File: config.mk
export PLATFORM = sky130hd
export DESIGN_NAME = mmc_counts
export DESIGN_NICKNAME = d
export VERILOG_FILES = /design/src/mmc_pkg.sv /design/src/mmc_counts.sv
export SDC_FILE = /design/constraint.sdc
export NUM_CORES = 2
export LEC_CHECK = 0
export BUFFER_PORTS_ARGS = -buffer_cell sky130_fd_sc_hd__clkbuf_2
export CAP_MARGIN = 40
export CORE_ASPECT_RATIO = 0.7
export CORE_UTILIZATION = 40
export CTS_CLUSTER_DIAMETER = 150
export DETAILED_ROUTE_END_ITERATION = 8
export PLACE_DENSITY_LB_ADDON = 0.1
export SYNTH_ARGS = -nofsm -noshare
export SYNTH_HDL_FRONTEND = slang
export SYNTH_SLANG_ARGS = --single-unit
File: constraint.sdc
create_clock -name i_clk -period 5.7 [get_ports i_clk]
set_clock_uncertainty 0.15 [all_clocks]
set_input_delay 1.425 -clock i_clk [delete_from_list [all_inputs] [get_ports i_clk]]
set_output_delay 1.425 -clock i_clk [all_outputs]
set_load 0.005 [all_outputs]
File: src/mmc_pkg.sv
// Shared types, constants and helpers for the pairwise mismatch counter.
// Used by mmc_column, mmc_counts and msa_pairwise_mismatch_counter_core.
// No dependencies.
package mmc_pkg;

    // Array geometry.
    localparam int MAX_SEQS  = 16;
    localparam int POS_W     = $clog2(MAX_SEQS);
    localparam int NUM_PAIRS = MAX_SEQS * (MAX_SEQS - 1) / 2;
    localparam int COUNT_W   = 16;
    localparam int CHAR_W    = 8;
    localparam int SEQ_CNT_W = 5;
    localparam int DIST_W    = 16;

    // Sequence count after reset.
    localparam logic [SEQ_CNT_W-1:0] SEQ_COUNT_RESET = SEQ_CNT_W'(16);

    // Nucleotide letters, both cases.
    localparam logic [CHAR_W-1:0] CH_LA = 8'h61;
    localparam logic [CHAR_W-1:0] CH_LC = 8'h63;
    localparam logic [CHAR_W-1:0] CH_LG = 8'h67;
    localparam logic [CHAR_W-1:0] CH_LT = 8'h74;
    localparam logic [CHAR_W-1:0] CH_UA = 8'h41;
    localparam logic [CHAR_W-1:0] CH_UC = 8'h43;
    localparam logic [CHAR_W-1:0] CH_UG = 8'h47;
    localparam logic [CHAR_W-1:0] CH_UT = 8'h54;

    // Item function codes; the fourth code is unused and ignored.
    typedef enum logic [1:0] {
        FUNC_PUSH  = 2'd0,
        FUNC_READ  = 2'd1,
        FUNC_CLEAR = 2'd2
    } t_func;

    // Update command from the column logic to the counter cells.
    typedef struct packed {
        logic                 clr;
        logic [NUM_PAIRS-1:0] diff;
    } t_upd;

    // Flat position of pair (i, j), i < j, in upper-triangle row order.
    function automatic int pair_index(input int i, input int j);
        return i * (2 * MAX_SEQS - i - 1) / 2 + (j - i - 1);
    endfunction

    // True for one of acgtACGT.
    function automatic logic is_base(input logic [CHAR_W-1:0] c);
        return c inside {CH_LA, CH_LC, CH_LG, CH_LT, CH_UA, CH_UC, CH_UG, CH_UT};
    endfunction

endpackage

File: src/mmc_counts.sv
// Saturating mismatch counters, one cell per sequence pair, and the pair read mux.
// Depends on mmc_pkg.
module mmc_counts (
    input  logic                       i_clk,
    input  logic                       i_rst_n,
    input  mmc_pkg::t_upd              i_upd,
    input  logic [mmc_pkg::POS_W-1:0]  i_row,
    input  logic [mmc_pkg::POS_W-1:0]  i_col,
    output logic [mmc_pkg::DIST_W-1:0] o_rd_data
);

    logic [mmc_pkg::COUNT_W-1:0] r_cnt [mmc_pkg::NUM_PAIRS];
    logic [mmc_pkg::COUNT_W-1:0] rd;

    // Counter cells: clear all, or step each flagged pair up to its maximum.
    always_ff @(posedge i_clk) begin
        if (!i_rst_n) begin
            for (int p = 0; p < mmc_pkg::NUM_PAIRS; p++) begin
                r_cnt[p] <= '0;
            end
        end else if (i_upd.clr) begin
            for (int p = 0; p < mmc_pkg::NUM_PAIRS; p++) begin
                r_cnt[p] <= '0;
            end
        end else begin
            for (int p = 0; p < mmc_pkg::NUM_PAIRS; p++) begin
                if (i_upd.diff[p] && (r_cnt[p] != '1)) begin
                    r_cnt[p] <= r_cnt[p] + mmc_pkg::COUNT_W'(1);
                end
            end
        end
    end

    // Pair select; a row not below the column reads zero.
    always_comb begin
        rd = '0;
        for (int i = 0; i < mmc_pkg::MAX_SEQS; i++) begin
            for (int j = i + 1; j < mmc_pkg::MAX_SEQS; j++) begin
                if ((i_row == mmc_pkg::POS_W'(i)) && (i_col == mmc_pkg::POS_W'(j))) begin
                    rd = r_cnt[mmc_pkg::pair_index(i, j)];
                end
            end
        end
    end

    assign o_rd_data = rd[mmc_pkg::DIST_W-1:0];

    // After a clear every pair reads zero.
    a_clear_zero: assert property (@(posedge i_clk) disable iff (!i_rst_n)
        i_upd.clr |=> (o_rd_data == '0))
        else $error("count not zero after clear");

endmodule

==> results.cfg <==
[place]
placed_cells = 16342
numPortBuffers = 146
place_congestion = 1.08
hpwl_mm = 374

[setup_path]
ff2ff_setup_slack_ps = 2780
end_kind = primary output
required_ps = 4120
crit_chain = clkbuf_16 -> buf_12 -> or4b_4 -> buf_8 -> o221ai_1 -> a22oi_2 -> buf_4 -> a221oi_4 -> o211ai_1 -> a211oi_1 -> nor3_1 -> buf_4 -> buf_6
cp_common_cell = buf_4
rr_startpoint = r_cnt[22][32]$_SDFFCE_PN0P_
start_kind = primary input
reg2reg_to = r_cnt[22][42]$_SDFFCE_PN0P_
crit_path_top_delay_cell = or4b_4
max_stage_delay_ps = 560
cp.arrival_ps = 4530
criticalPathCategory = primary input to primary output
path_max_fanout = 20
startpoint = i_col[1]
rr_worst_depth = 8

[floorplan]
start_util_pct = 40.4
die_h_um = 450
rows = 163
core_mm2 = 0.283
pin_count = 147
die_area_mm2 = 0.289
die_w_um = 642

[power]
p_leak_nw = 49.4
irDropWorstVdd_mv = 0.226
power.density_mw_per_mm2 = 247

[layout]
largest_reg_flops = 1920
drive_gt1_share_pct = 17.2
nets = 13157
reg_top3 = r_cnt (1920)
instances_no_fill = 16876
regMostFlops = r_cnt
syn_to_final_growth_pct = 21.1
nFillCells = 26197
final_util_pct = 49.0

[run]
cap_violations = 0

[sta]
relSlewSlack_pct = 42.8
finalHoldViolations = 0
period_share_pct = 107
max_slew.worst_pin.slew_ps = 855
fin_hold_ws_ps = 374
rsz0062_at_grt = yes
fin_ws_ps = -406
slew_viol_final = 0
fmax_mhz = 164
setup_violations = 16
min_period_ps = 6110

[routing]
ant_nets = 0
post-route-drc-count = 0
viasPerCell = 6.04
wl_mm = 482
num_vias = 101878
first_pass_iters = 9
drt_iter0_markers = 14688
avgRoutedWirePerCell_um = 28.6

[logic_synthesis]
yosys-top-cells-count = 2560 x nor2_1, 1904 x edfxtp_1, 1001 x nand2_1
syn_avg_cell_area_um2 = 9.70
synthFlopType = edfxtp_1
synth_most_common_cell = nor2_1
netlist_area_mm2 = 0.115
ys_ff_latch = 1920
synth.net_count = 12062
syn-instance-count = 11811
synth_edf_count = 1904
synth_area_leader_cell = edfxtp_1
synth_top_area_share_pct = 49.9
synth_cell_types = 108
synth.area.top_cells = edfxtp_1 50%, nor2_1 8.4%, xor2_1 6.9%, xnor2_1 5.8%, nand3_1 4.0%
ys_seq_area_share_pct = 50.2
yosys_warnings = 0
async_flop_share_pct = 0

[hold_path]
hp-start = r_cnt[0][8]$_SDFFE_PP0P_
min_path_type = flip-flop to flip-flop
holdPathEnd = r_cnt[0][8]$_SDFFE_PP0P_
hold_depth = 2

[clock_tree]
htree_num_levels = 4
cts.clk_slew.worst_paths_ps = 60
cts_hold_buffers = 0
numCtsBuffers = 219
ctsRootBufferMaster = clkbuf_16
clock_latency_ps = 930
cts_tree = done
cts_sinks = 1920
clockBufferDepth = 4

[global_route]
grt_max_degree = 75
grt_util_all_layers_pct = 32.3
first_global_vias = 91426
antenna_found_initial = 33
grt_first_pass_wirelength_mm = 676
overflow = 0

[status]
status = complete, but fails checks
violations = setup timing
==> routing by layer <==
layer  wire [um]  track usage (%)
met1      218000             50.5
met2      183000             41.6
met3       63400             9.78
met4       16800             9.25
met5         618            0.982
==> what timing repair did <==
action / in CTS / in global routing
gates cloned: 6 / 9
endpoints found under the setup margin: 16 / 16
pin swaps: 118 / 161
gates resized for setup: 370 / 334
setup buffers: 86 / 58
==> power breakdown <==
| part | switching (mW) | internal [mW] | leakage [nW] |
|---|---|---|---|
| sequential | 1.13 | 16.2 | 22.3 |
| clock | 6.28 | 7.57 | 3.22 |
| combinational | 1.93 | 1.25 | 23.9 |
==> cell usage in the layout, fill, tap and decap left out, types with 48 or more instances in the layout <==
master        n
a21oi_1     235
a22oi_1     197
and3_1      389
buf_12      116
buf_4      1031
buf_6        93
clkbuf_16   228
clkbuf_2    129
clkinv_1     51
edfxtp_1   1904
ha_1        120
inv_1       217
mux2i_1      79
nand2_1     981
nand3_1     907
nand4_1     257
nor2_1     2541
nor3_1       92
o211ai_1     48
o21ai_0     216
o21ai_1      55
o22ai_1     237
or2_2        53
xnor2_1     753
xor2_1      899
==> critical path: cells and delay by family <==
family	cells	cell delay [ps]
buffers and inverters	6	960
AOI/OAI and AO/OA	5	1460
and+or+nand+nor	2	640
==> area by class of cell <==
type                            instances  area, um^2  area share [%]
Clock inverter                        121         937           0.675
Timing Repair Buffer                 1411       12500            9.04
Clock buffer                          265        5660            4.08
Multi-Input combinational cell       9136       56500            40.7
Antenna cell                           10        25.0          0.0180
Inverter                              218         818           0.590
Sequential cell                      1920       57500            41.4
Tap cell                             3795        4750            3.42
==> per-stage QoR <==
| step | TNS, ps | setup WS (ps) | power (mW) | instance area [um^2] |
|---|---|---|---|---|
| floorplan | 0 | 672 | 18.5 | 115000 |
| global placement | -15460 | -1820 | 20.3 | 127000 |
| detailed placement | -14580 | -1290 | 20.3 | 127000 |
| CTS | -4940 | -405 | 34.2 | 137000 |
| global route | -4430 | -380 | 35.2 | 139000 |
| finish | -4640 | -406 | 34.3 | 139000 |
==> worst max path at each step <==
stage,end,slack (ps),cells past startpoint
floorplan,o_rd_data[7],670,12
global placement,o_rd_data[3],-1820,16
detailed placement,o_rd_data[3],-1290,16
CTS,o_rd_data[12],-400,18
global route,o_rd_data[4],-380,14
finish,o_rd_data[12],-410,13
==> cell families after synthesis <==
family | Yosys count | share of synthesized area [%]
mux | 134 | 1.25
simple gates | 5612 | 22.2
buf+inv | 756 | 2.87
fa+ha+maj | 120 | 1.31
flops | 1920 | 50.2
xor+xnor | 1653 | 12.6
compound gates | 1616 | 9.50
(Power assumes the default switching activity.)
